### src/sv/oversampled_soft_uart_core_defines.svh
// Assertion macros shared by the UART core.
`ifndef OVERSAMPLED_SOFT_UART_CORE_DEFINES_SVH
`define OVERSAMPLED_SOFT_UART_CORE_DEFINES_SVH

`ifndef SYNTHESIS

// Same-cycle implication, disabled in reset
`define OSU_ASSERT_IMPL(label, clk, rst, ante, cons) \
  label: assert property (@(posedge clk) disable iff (rst) (ante) |-> (cons)) \
    else $error("osu assertion failed");

// Next-cycle implication, disabled in reset
`define OSU_ASSERT_NEXT(label, clk, rst, ante, cons) \
  label: assert property (@(posedge clk) disable iff (rst) (ante) |=> (cons)) \
    else $error("osu assertion failed");

`else

`define OSU_ASSERT_IMPL(label, clk, rst, ante, cons)
`define OSU_ASSERT_NEXT(label, clk, rst, ante, cons)

`endif

`endif

### src/sv/osu_pkg.sv
`timescale 1ns / 1ps

package osu_pkg;

  // One oversampling tick as seen on the input channel
  typedef struct packed {
    logic       rx_line;
    logic       rx_room;
    logic       tx_push;
    logic [7:0] tx_byte;
  } in_item_t;

  // One result per tick
  typedef struct packed {
    logic       tx_line;
    logic       rx_valid;
    logic [7:0] rx_data;
    logic       rx_busy;
    logic       tx_busy;
    logic       tx_dropped;
  } out_item_t;

  // Receiver step result
  typedef struct packed {
    logic       valid;
    logic [7:0] data;
    logic       busy;
  } rx_res_t;

  // Transmitter step result
  typedef struct packed {
    logic line;
    logic busy;
    logic dropped;
  } tx_res_t;

  // Register decode (paddr[2])
  localparam logic REG_RX_TICKS = 1'b0;
  localparam logic REG_TX_TICKS = 1'b1;

  localparam logic [7:0] TICKS_RESET = 8'd3;

  // Receiver phases: idle, start wait / data bits, stop wait
  localparam logic [3:0] RX_PH_IDLE  = 4'd0;
  localparam logic [3:0] RX_PH_FIRST = 4'd1;
  localparam logic [3:0] RX_PH_STOP  = 4'd9;

  // Transmitter phases: 10 start, 9..2 data, 1 stop, 0 idle
  localparam logic [3:0] TX_PH_IDLE      = 4'd0;
  localparam logic [3:0] TX_PH_STOP      = 4'd1;
  localparam logic [3:0] TX_PH_DATA_LAST = 4'd2;
  localparam logic [3:0] TX_PH_DATA_MAX  = 4'd9;
  localparam logic [3:0] TX_PH_START     = 4'd10;

endpackage

### src/sv/osu_ram.sv
`timescale 1ns / 1ps

module osu_ram #(
  parameter int WIDTH = 8,
  parameter int DEPTH = 16
) (
  input  logic                     clk,
  input  logic                     we,
  input  logic [$clog2(DEPTH)-1:0] waddr,
  input  logic [WIDTH-1:0]         wdata,
  input  logic [$clog2(DEPTH)-1:0] raddr,
  output logic [WIDTH-1:0]         rdata
);

  logic [WIDTH-1:0] mem [DEPTH];

  // Write port
  always_ff @(posedge clk) begin
    if (we) begin
      mem[waddr] <= wdata;
    end
  end

  // Registered read, write-first on a same-address collision
  always_ff @(posedge clk) begin
    if (we && (waddr == raddr)) begin
      rdata <= wdata;
    end else begin
      rdata <= mem[raddr];
    end
  end

endmodule

### src/sv/osu_rx.sv
`timescale 1ns / 1ps

module osu_rx import osu_pkg::*; (
  input  logic       clk,
  input  logic       rst,
  input  logic       adv,
  input  logic       line,
  input  logic       room,
  input  logic [7:0] ticks,
  output rx_res_t    res
);

  logic [3:0] phase, phase_next;
  logic [7:0] shift, shift_next;
  logic [8:0] timer, timer_next;
  logic       active, active_next;
  logic [7:0] sampled;

  // Frame timing and bit sampling
  always_comb begin
    phase_next  = phase;
    shift_next  = shift;
    timer_next  = timer;
    active_next = active;
    sampled     = {line, shift[6:0]};
    res.valid   = 1'b0;
    res.data    = 8'd0;
    if (room) begin
      if (phase != RX_PH_IDLE) begin
        if (timer <= 9'd1) begin
          if (phase >= RX_PH_STOP) begin
            // stop period over, stop bit not checked
            res.valid   = 1'b1;
            res.data    = shift;
            shift_next  = 8'd0;
            phase_next  = RX_PH_IDLE;
            timer_next  = 9'd0;
            active_next = 1'b0;
          end else begin
            timer_next = {1'b0, ticks};
            phase_next = phase + 4'd1;
            shift_next = (phase_next != RX_PH_STOP) ? (sampled >> 1) : sampled;
          end
        end else begin
          timer_next = timer - 9'd1;
        end
      end else if (!line) begin
        // start edge: wait one and a bit periods
        phase_next  = RX_PH_FIRST;
        timer_next  = {1'b0, ticks} + 9'd1;
        active_next = 1'b1;
      end
    end
    res.busy = active_next;
  end

  always_ff @(posedge clk) begin
    if (rst) begin
      phase  <= RX_PH_IDLE;
      shift  <= 8'd0;
      timer  <= 9'd0;
      active <= 1'b0;
    end else if (adv) begin
      phase  <= phase_next;
      shift  <= shift_next;
      timer  <= timer_next;
      active <= active_next;
    end
  end

endmodule

### src/sv/osu_tx.sv
`timescale 1ns / 1ps

module osu_tx import osu_pkg::*; #(
  parameter int TX_DEPTH = 16
) (
  input  logic       clk,
  input  logic       rst,
  input  logic       adv,
  input  logic       push,
  input  logic [7:0] byte_in,
  input  logic [7:0] ticks,
  output tx_res_t    res
);

  localparam int AW = $clog2(TX_DEPTH);
  localparam int CW = $clog2(TX_DEPTH + 1);
  localparam logic [CW-1:0] FULL = CW'(TX_DEPTH);
  localparam logic [AW-1:0] LAST = AW'(TX_DEPTH - 1);

  logic [AW-1:0] head, head_next, tail, tail_next, raddr;
  logic [CW-1:0] count, count_next, count_after;
  logic [3:0]    phase, phase_next;
  logic [7:0]    shift, shift_next;
  logic [7:0]    timer, timer_next;
  logic          level, level_next;
  logic          active, active_next;
  logic          push_ok, pop;
  logic [7:0]    head_data, pop_byte;

  // FIFO storage; head entry is prefetched every cycle
  osu_ram #(
    .WIDTH(8),
    .DEPTH(TX_DEPTH)
  ) u_queue (
    .clk  (clk),
    .we   (adv && push_ok),
    .waddr(tail),
    .wdata(byte_in),
    .raddr(raddr),
    .rdata(head_data)
  );

  // Push is judged against the level before any pop
  assign push_ok     = push && (count != FULL);
  assign count_after = count + CW'(push_ok);
  assign pop_byte    = (count == '0) ? byte_in : head_data;

  // Frame sequencer
  always_comb begin
    phase_next  = phase;
    shift_next  = shift;
    timer_next  = timer;
    level_next  = level;
    active_next = active;
    pop         = 1'b0;
    if (phase != TX_PH_IDLE) begin
      if (timer <= 8'd1) begin
        timer_next = ticks;
        if (phase == TX_PH_START) begin
          level_next = 1'b0;
          phase_next = TX_PH_DATA_MAX;
        end else if (phase >= TX_PH_DATA_LAST && phase <= TX_PH_DATA_MAX) begin
          level_next = shift[0];
          shift_next = shift >> 1;
          phase_next = phase - 4'd1;
        end else begin
          // stop bit, then next frame or idle
          level_next = 1'b1;
          if (count_after != '0) begin
            pop        = 1'b1;
            shift_next = pop_byte;
            phase_next = TX_PH_START;
          end else begin
            phase_next  = TX_PH_IDLE;
            active_next = 1'b0;
          end
        end
      end else begin
        timer_next = timer - 8'd1;
      end
    end else if (count_after != '0) begin
      pop         = 1'b1;
      shift_next  = pop_byte;
      phase_next  = TX_PH_START;
      timer_next  = ticks;
      active_next = 1'b1;
    end
  end

  // Pointer and level update
  always_comb begin
    tail_next  = push_ok ? ((tail == LAST) ? '0 : tail + 1'b1) : tail;
    head_next  = pop ? ((head == LAST) ? '0 : head + 1'b1) : head;
    count_next = count_after - CW'(pop);
    raddr      = adv ? head_next : head;
  end

  assign res.line    = level_next;
  assign res.busy    = active_next;
  assign res.dropped = push && !push_ok;

  always_ff @(posedge clk) begin
    if (rst) begin
      head   <= '0;
      tail   <= '0;
      count  <= '0;
      phase  <= TX_PH_IDLE;
      shift  <= 8'd0;
      timer  <= 8'd0;
      level  <= 1'b1;
      active <= 1'b0;
    end else if (adv) begin
      head   <= head_next;
      tail   <= tail_next;
      count  <= count_next;
      phase  <= phase_next;
      shift  <= shift_next;
      timer  <= timer_next;
      level  <= level_next;
      active <= active_next;
    end
  end

endmodule

### src/sv/oversampled_soft_uart_core.sv
// Oversampled 8N1 UART, one channel. Each input transfer is one oversampling
// tick and yields exactly one output transfer with the line level, the received
// byte strobe and the busy/drop flags after that tick. The core takes one tick
// per clock cycle while the output is not stalled; a tick's result is registered
// in the input register, then in the result register, and a stalled output holds
// the pipeline. The transmit queue is a TX_DEPTH-entry RAM whose head entry is
// prefetched so a pop completes in the same tick. Tick-per-bit registers sit
// on the APB port at 0x0 (receive) and 0x4 (transmit), reset value 3.
`timescale 1ns / 1ps
`include "oversampled_soft_uart_core_defines.svh"

module oversampled_soft_uart_core import osu_pkg::*; #(
  parameter int TX_DEPTH = 16
) (
  input  logic        clk,
  input  logic        rst,
  input  logic        in_valid,
  output logic        in_ready,
  input  in_item_t    in_data,
  output logic        out_valid,
  input  logic        out_ready,
  output out_item_t   out_data,
  input  logic        psel,
  input  logic        penable,
  input  logic        pwrite,
  input  logic [2:0]  paddr,
  input  logic [31:0] pwdata,
  output logic [31:0] prdata,
  output logic        pready
);

  logic     in_reg_valid;
  in_item_t in_reg;
  logic     adv;
  logic     cfg_we;
  logic [7:0] rx_ticks, tx_ticks;
  rx_res_t  rx_res;
  tx_res_t  tx_res;

  // Configuration registers
  assign pready = 1'b1;
  assign cfg_we = psel && penable && pwrite;

  always_ff @(posedge clk) begin
    if (rst) begin
      rx_ticks <= TICKS_RESET;
      tx_ticks <= TICKS_RESET;
    end else if (cfg_we) begin
      unique case (paddr[2])
        REG_RX_TICKS: rx_ticks <= pwdata[7:0];
        REG_TX_TICKS: tx_ticks <= pwdata[7:0];
        default: ;
      endcase
    end
  end

  always_comb begin
    unique case (paddr[2])
      REG_RX_TICKS: prdata = {24'd0, rx_ticks};
      REG_TX_TICKS: prdata = {24'd0, tx_ticks};
      default:      prdata = 32'd0;
    endcase
  end

  // Input register; a tick advances when the result register can take it
  assign adv      = in_reg_valid && (!out_valid || out_ready);
  assign in_ready = !in_reg_valid || adv;

  always_ff @(posedge clk) begin
    if (rst) begin
      in_reg_valid <= 1'b0;
    end else begin
      in_reg_valid <= (in_valid && in_ready) || (in_reg_valid && !adv);
    end
  end

  always_ff @(posedge clk) begin
    if (in_valid && in_ready) begin
      in_reg <= in_data;
    end
  end

  osu_rx u_rx (
    .clk  (clk),
    .rst  (rst),
    .adv  (adv),
    .line (in_reg.rx_line),
    .room (in_reg.rx_room),
    .ticks(rx_ticks),
    .res  (rx_res)
  );

  osu_tx #(
    .TX_DEPTH(TX_DEPTH)
  ) u_tx (
    .clk    (clk),
    .rst    (rst),
    .adv    (adv),
    .push   (in_reg.tx_push),
    .byte_in(in_reg.tx_byte),
    .ticks  (tx_ticks),
    .res    (tx_res)
  );

  // Result register
  always_ff @(posedge clk) begin
    if (rst) begin
      out_valid <= 1'b0;
    end else begin
      out_valid <= adv || (out_valid && !out_ready);
    end
  end

  always_ff @(posedge clk) begin
    if (adv) begin
      out_data.tx_line    <= tx_res.line;
      out_data.rx_valid   <= rx_res.valid;
      out_data.rx_data    <= rx_res.data;
      out_data.rx_busy    <= rx_res.busy;
      out_data.tx_busy    <= tx_res.busy;
      out_data.tx_dropped <= tx_res.dropped;
    end
  end

  // Checks
  `OSU_ASSERT_IMPL(a_ready_when_out_free, clk, rst, !out_valid, in_ready)
  `OSU_ASSERT_NEXT(a_tick_reaches_out, clk, rst, in_reg_valid && out_ready, out_valid)
  `OSU_ASSERT_IMPL(a_rx_done_not_busy, clk, rst, out_valid && out_data.rx_valid, !out_data.rx_busy)
  `OSU_ASSERT_IMPL(a_rx_data_zero, clk, rst, out_valid && !out_data.rx_valid, out_data.rx_data == 8'd0)

endmodule
### config.mk
export PLATFORM = sky130hd
export DESIGN_NAME = oversampled_soft_uart_core
export DESIGN_NICKNAME = d
export VERILOG_FILES = /design/src/sv/osu_pkg.sv /design/src/sv/osu_ram.sv /design/src/sv/osu_rx.sv /design/src/sv/osu_tx.sv /design/src/sv/oversampled_soft_uart_core.sv
export VERILOG_INCLUDE_DIRS = /design/src /design/src/sv
export SDC_FILE = /design/constraint.sdc
export NUM_CORES = 1
export LEC_CHECK = 0
export BUFFER_PORTS_ARGS = -buffer_cell sky130_fd_sc_hd__clkbuf_2
export CORE_MARGIN = 5
export CORE_UTILIZATION = 45
export CTS_CLUSTER_SIZE = 12
export DETAILED_ROUTE_END_ITERATION = 12
export GPL_TIMING_DRIVEN = 0
export REMOVE_ABC_BUFFERS = 1
export SLEW_MARGIN = 20
export SYNTH_ARGS = -nofsm -noshare
export SYNTH_HDL_FRONTEND = slang
export SYNTH_HIERARCHICAL = 1
export SYNTH_SLANG_ARGS = --single-unit
### constraint.sdc
create_clock -name clk -period 4.7 [get_ports clk]
set_input_delay 0.47 -clock clk [delete_from_list [all_inputs] [get_ports clk]]
set_output_delay 0.47 -clock clk [all_outputs]
set_load 0.02 [all_outputs]
==> results of run 1 <==
## layer usage
layer,routed length [um],up-vias,GRT usage [%]
met3,1170,25,2.97
met2,10900,149,27.2
met5,0,-,0
met1,10400,3349,23.3
li1,-,3249,-
met4,279,0,2.99
## synth_stat cells (all sizes together) (3+ instances only)
master | number | area (um2)
edfxtp | 152 | 4560
dfxtp | 79 | 1580
nor2 | 59 | 221
buf | 48 | 355
nand2 | 48 | 180
a21oi | 39 | 195
inv | 34 | 128
mux4 | 32 | 773
nand2b | 27 | 169
mux2i | 23 | 230
o21ai | 22 | 110
a22oi | 20 | 150
ha | 18 | 225
mux2 | 18 | 206
clkbuf | 17 | 63.8
nand3 | 15 | 80.1
and2 | 13 | 81.3
nor3 | 12 | 60.1
a211oi | 10 | 75.1
a32o | 9 | 90.1
xnor2 | 8 | 70.1
a221oi | 7 | 73.8
o221a | 7 | 78.8
a31oi | 6 | 37.5
nand4 | 6 | 43.8
or4 | 6 | 48.8
xor2 | 6 | 52.6
nand3b | 5 | 37.5
o32ai | 5 | 43.8
or2 | 5 | 33.8
or3 | 5 | 36.3
and3 | 4 | 26.3
nor2b | 4 | 25.0
nor4 | 4 | 40.0
o21a | 4 | 37.5
o41ai | 4 | 53.8
a211o | 3 | 28.8
clkdlybuf4s25 | 3 | 30.0
nand4b | 3 | 26.3
nor3b | 3 | 22.5
o211ai | 3 | 22.5
o31a | 3 | 26.3
o31ai | 3 | 27.5
## final timing paths
kind         slack (ns)             to     startpoint
max                0.56  u_tx/count[4]  u_tx/count[2]
min                0.14      in_reg[4]     in_data[4]
max reg2reg        0.56  u_tx/count[4]  u_tx/count[2]
min reg2reg        0.46      out_valid   in_reg_valid
## layout make-up
cell class / instances / area [um2] / share of cell area, %
sequential: 231 / 6150 / 51.5
clock inverter: 7 / 42.5 / 0.356
clock buffer: 36 / 646 / 5.41
tap: 319 / 399 / 3.34
multi-input combinational: 530 / 4220 / 35.3
inverter: 35 / 131 / 1.10
timing repair buffer: 55 / 350 / 2.94
## kinds of logic after synthesis
| family | Yosys count | synth area share (%) |
|---|---|---|
| adder cells (fa/ha/maj) | 18 | 2.08 |
| flip-flops | 231 | 56.8 |
| other | 2 | 0.0695 |
| XOR/XNOR | 14 | 1.13 |
| AO/OA/AOI/OAI | 173 | 12.2 |
| AND/OR/NAND/NOR | 227 | 11.1 |
| multiplexers | 73 | 11.2 |
| buffers and inverters | 103 | 5.37 |
## critical path: cells and delay by family (launching register included)
family / cells / cell delay [ns]
and+or+nand+nor: 5 / 1.44
adders and majority gates: 4 / 1.06
DFF: 1 / 0.39
AOI/OAI and AO/OA: 4 / 0.97
xor gates and xnor gates: 1 / 0.16
## cell usage in the layout (no fill, tap or decap), drive strengths merged, types with 5 or more instances in the layout
cell / netlist / layout
edfxtp: 152 / 152
clkbuf: 17 / 85
dfxtp: 79 / 79
nor2: 59 / 59
nand2: 48 / 48
a21oi: 39 / 39
inv: 34 / 34
mux4: 32 / 32
nand2b: 27 / 27
conb: 2 / 25
mux2i: 23 / 23
o21ai: 22 / 22
a22oi: 20 / 20
ha: 18 / 18
mux2: 18 / 18
nand3: 15 / 15
and2: 13 / 13
nor3: 12 / 12
a211oi: 10 / 10
a32o: 9 / 9
xnor2: 8 / 8
clkinv: 1 / 8
o221a: 7 / 7
a221oi: 7 / 7
a31oi: 6 / 6
xor2: 6 / 6
nand4: 6 / 6
or4: 6 / 6
buf: 48 / 6
nand3b: 5 / 5
o32ai: 5 / 5
or2: 5 / 5
or3: 5 / 5
## power by group through the flow
stage | clock, mW | sequential [mW] | combinational, mW
finish | 1.67 | 2.32 | 0.787
global route | 1.82 | 2.33 | 0.858
CTS | 1.72 | 2.32 | 0.786
detailed placement | 0 | 2.36 | 0.782
global placement | 0 | 2.40 | 0.725
floorplan | 0 | 2.36 | 0.550
==> flow_summary_export.csv, run 1 <==
group,metric,value,unit
power,p_clk_share,34.9,%
synth,syn_area,10800,um2
cells_and_area,finalNonFillerCells,1213,
drt,drc_errors,0,
timing,tns,0,ns
floorplanning,die_w,165,um
min_path,hp-class,"input pin to flip-flop",
cells_and_area,final_util,50.7,%
power,p_sw_share,26.2,%
global_routing,grt_pass1_wl,35.5,mm
cells_and_area,diodes,0,
critical_path,cp_data_required_time,5.09,ns
cts,htree_num_levels,1,
min_path,hold_depth,1,
job,maxCapViolCount,0,
timing,skew,0.00653,ns
synth,synth-edff-count,152,
synth,async_flop_share,0,%
power,p_total,4.78,mW
timing,timing.final.ws_setup,0.556,ns
power,p_int,3.53,mW
synth,yosysSeqAreaShare,56.8,%
critical_path,crit_arrival,4.53,ns
drt,vias,6772,
drt,drt-vias-per-instance,5.58,
drt,routedWlPerCell,18.7,um
critical_path,crit_chain,"nor4_1 -> a21oi_1 -> ha_1 -> ha_1 -> or2_2 -> a211oi_1 -> nor2_1 -> and2_1 -> ha_1 -> ha_1 -> a311oi_1 -> o21ai_0 -> xor2_1 -> nor2_1",
timing,slew_violations,0,
place,dp.cells,1170,
power,pwr-share-seq,48.6,%
critical_path,cpMostUsedCell,"ha_1",
timing,slew_headroom,33.2,%
cts,cts_tree,"built",
global_routing,grt_pass1_vias,6502,
global_routing,gr-total-overflow,0,
critical_path,r2r_cells,14,
timing,fin_crit_sh,88.2,%
floorplanning,ios,101,
synth,ys_types,90,
cts,clk_pin_slew,0.06,ns
place,port_buffers,49,
cells_and_area,fill_cells,2115,
drt,drt_wl_total,22.7,mm
critical_path,slowest_delay,0.58,ns
cells_and_area,area_growth,10.4,%
drt,drtPass1Iterations,5,
timing,worst_hold_slack,0.136,ns
synth,syn_inst,841,
cells_and_area,num-nets-final,948,
cts,numCtsBuffers,24,
floorplanning,rows,56,
power,powerDensity,400,nW/um2
floorplanning,die_y,165,um
place,placed_cell_area,11200,um2
power,switchingPower,1.25,mW
cts,clk_latency,0.51,ns
timing,finalHoldViolations,0,
cts,post_cts_buffers,0,
power,power_frac_comb,16.5,%
synth,ys_warn_count,6,
power,leakage,4.22,nW
place,pre_cts_slack,0.585,ns
floorplanning,dieArea,27200,um2
drt,initialDrtViolationCount,523,
critical_path,start_kind,"flip-flop",
synth,ys_ff_latch,231,
floorplanning,core_area,23500,um2
place,hpwl,15.1,mm
critical_path,cpMaxStageDelayCell,"nor4_1",
synth,syn_area_per_cell,12.9,um2
critical_path,path_class,"flip-flop to flip-flop",
cells_and_area,stdcell_area,11900,um2
synth,ys.flop_type,"edfxtp_1",
global_routing,antenna_found_initial,0,
timing,tightest_slew,0.995,ns
global_routing,grtUsageTotal,16.5,%
timing,period_minus_slack,4.14,ns
outcome,outcome,"finished clean",
cts,root_buffer,"clkbuf_16",
timing,setup_viol,0,
drt,ant_nets,0,
cts,cts.sinks,231,
cts,clock_path_buffers,3,
place,gp_congestion,0.855,
power,peakVddDrop,0.283,mV
critical_path,worstPathMaxFanout,12,
global_routing,grt_max_degree,70,
cts,cts_resized,0,
timing,rsz0062_at_grt,"no",
cells_and_area,largest_reg_flops,128,
cts,hold_buffers,0,
cells_and_area,drive_above_1_share,18.1,%
floorplanning,initial_core_util,45.9,%
timing,fmax,0.241,GHz
critical_path,endpoint_kind,"flip-flop",
No activity file was read; power rests on OpenSTA's default activity.
==> run 2: changes to the inputs <==
--- a/config.mk
+++ b/config.mk
@@ -7,9 +7,10 @@
 export NUM_CORES = 1
 export LEC_CHECK = 0
 export BUFFER_PORTS_ARGS = -buffer_cell sky130_fd_sc_hd__clkbuf_2
+export CORE_ASPECT_RATIO = 0.6
 export CORE_MARGIN = 5
 export CORE_UTILIZATION = 45
-export CTS_CLUSTER_SIZE = 12
+export CTS_CLUSTER_SIZE = 14
 export DETAILED_ROUTE_END_ITERATION = 12
 export GPL_TIMING_DRIVEN = 0
 export REMOVE_ABC_BUFFERS = 1
==> run 2 against run 1 <==
Against the previous run:
- utilization is 0.64 points higher
- highest routed layer unchanged
- combinational power is 2% higher
- critical path depth stayed put
- critical path type unchanged
- routed wire length is 6.3% higher
- clock skew is 0.011 ns higher
- design area is 0.44% higher
- sequential share of layout area is 0.23 points lower
==> flow_summary_export.csv, run 2 (synthesis results as in run 1) <==
group,metric,value,unit
outcome,outcome,"finished clean",
cells_and_area,layout_common_cells,"edfxtp_1, dfxtp_1, nor2_1, clkbuf_2, nand2_1",
timing,fmax,0.242,GHz
timing,setup_viol,0,
place,gp_congestion,0.845,
drt,routedWlPerCell,20.0,um
timing,rsz0062_at_grt,"no",
place,placed_cell_area,11300,um2
cells_and_area,largest_reg_flops,128,
timing,slew_violations,0,
timing,tightest_slew,1.01,ns
cts,cts.sinks,231,
job,maxCapViolCount,0,
drt,drtPass1Iterations,5,
drt,drt_wl_total,24.1,mm
critical_path,endpoint_kind,"flip-flop",
timing,timing.final.ws_setup,0.571,ns
global_routing,antenna_found_initial,0,
min_path,hold_depth,1,
floorplanning,initial_core_util,46.3,%
cts,htree_num_levels,1,
min_path,hp-class,"input pin to flip-flop",
floorplanning,die_y,130,um
timing,skew,0.0172,ns
floorplanning,rows,43,
timing,period_minus_slack,4.13,ns
power,powerDensity,409,nW/um2
critical_path,crit_arrival,4.53,ns
cells_and_area,area_growth,10.9,%
drt,drt-vias-per-instance,5.75,
cts,root_buffer,"clkbuf_16",
global_routing,grtUsageTotal,17.5,%
drt,vias,6948,
cells_and_area,final_common_cell,"edfxtp_1",
critical_path,r2r-start,"u_tx/count[2]",
place,hpwl,16.3,mm
global_routing,grt_max_degree,68,
cts,cts_tree,"built",
power,p_total,4.91,mW
min_path,min_from,"in_data[2]",
timing,fin_crit_sh,87.9,%
global_routing,gr-total-overflow,0,
timing,worst_hold_slack,0.137,ns
critical_path,start_kind,"flip-flop",
cells_and_area,num-nets-final,948,
place,pre_cts_slack,0.683,ns
critical_path,regToRegEndpoint,"u_tx/count[4]",
power,leakage,4.25,nW
place,port_buffers,49,
drt,ant_nets,0,
cells_and_area,drive_above_1_share,18.7,%
cts,clk_pin_slew,0.07,ns
cts,hold_buffers,0,
drt,initialDrtViolationCount,511,
floorplanning,ios,101,
cells_and_area,finalNonFillerCells,1209,
floorplanning,dieArea,27300,um2
cts,clk_latency,0.51,ns
critical_path,worstPathMaxFanout,12,
power,peakVddDrop,0.293,mV
critical_path,path_class,"flip-flop to flip-flop",
critical_path,cp_data_required_time,5.10,ns
cts,numCtsBuffers,22,
cts,cts_resized,0,
cts,clock_path_buffers,3,
timing,slew_headroom,32.1,%
drt,drc_errors,0,
min_path,hold_end,"in_reg[2]",
place,dp.cells,1168,
floorplanning,core_area,23300,um2
cts,post_cts_buffers,0,
floorplanning,die_w,210,um
global_routing,grt_pass1_wl,37.8,mm
global_routing,grt_pass1_vias,6546,
timing,finalHoldViolations,0,
cells_and_area,stdcell_area,12000,um2
critical_path,r2r_setup_slack,0.57,ns
timing,tns,0,ns
critical_path,r2r_cells,14,
cells_and_area,final_util,51.3,%
## run 2: cell type report
class                   instances  area, um2
flip-flops and latches        231       6150
fillers                      2019      11400
inverters                      35        131
multi-input cells             530       4220
diodes                          1       2.50
clock buffers                  37        681
repair buffers                 57        373
well taps                     315        394
clock inverters                 3       40.0
## run 2: worst max path at each step
stage / from / endpoint / cells after the start
floorplan: out_ready / u_tx/u_queue/mem[0][0] / 6
global placement: out_ready / u_tx/u_queue/mem[0][2] / 7
detailed placement: u_tx/count[2] / u_tx/count[4] / 15
CTS: u_tx/count[2] / u_tx/count[4] / 14
global route: u_tx/count[2] / u_tx/count[4] / 15
finish: u_tx/count[2] / u_tx/count[4] / 14
## run 2: worst max-delay path, stage by stage, from the launching register on
cell and delay (ns):
dfxtp_1 0.41, nor4_1 0.59, a21oi_1 0.16, ha_1 0.27
ha_1 0.34, or2_2 0.28, a211oi_1 0.34, nor2_1 0.30
and2_1 0.23, ha_1 0.21, ha_1 0.24, a311oi_1 0.28
o21ai_0 0.17, xor2_1 0.16, nor2_1 0.05
## run 2: where the power goes
| group | total [mW] | switching, mW | internal [mW] |
|---|---|---|---|
| Combinational | 0.800 | 0.446 | 0.354 |
| Clock | 1.78 | 0.737 | 1.04 |
| Sequential | 2.33 | 0.101 | 2.23 |
| Total | 4.91 | 1.28 | 3.62 |
## run 2: per-layer routing
layer / vias up / share of wire [%] / global-route usage (%)
met5: - / 0 / 0
met4: 0 / 0.95 / 2.34
met3: 27 / 6.3 / 3.92
met2: 182 / 40 / 23.0
met1: 3493 / 53 / 29.8
li1: 3246 / - / -
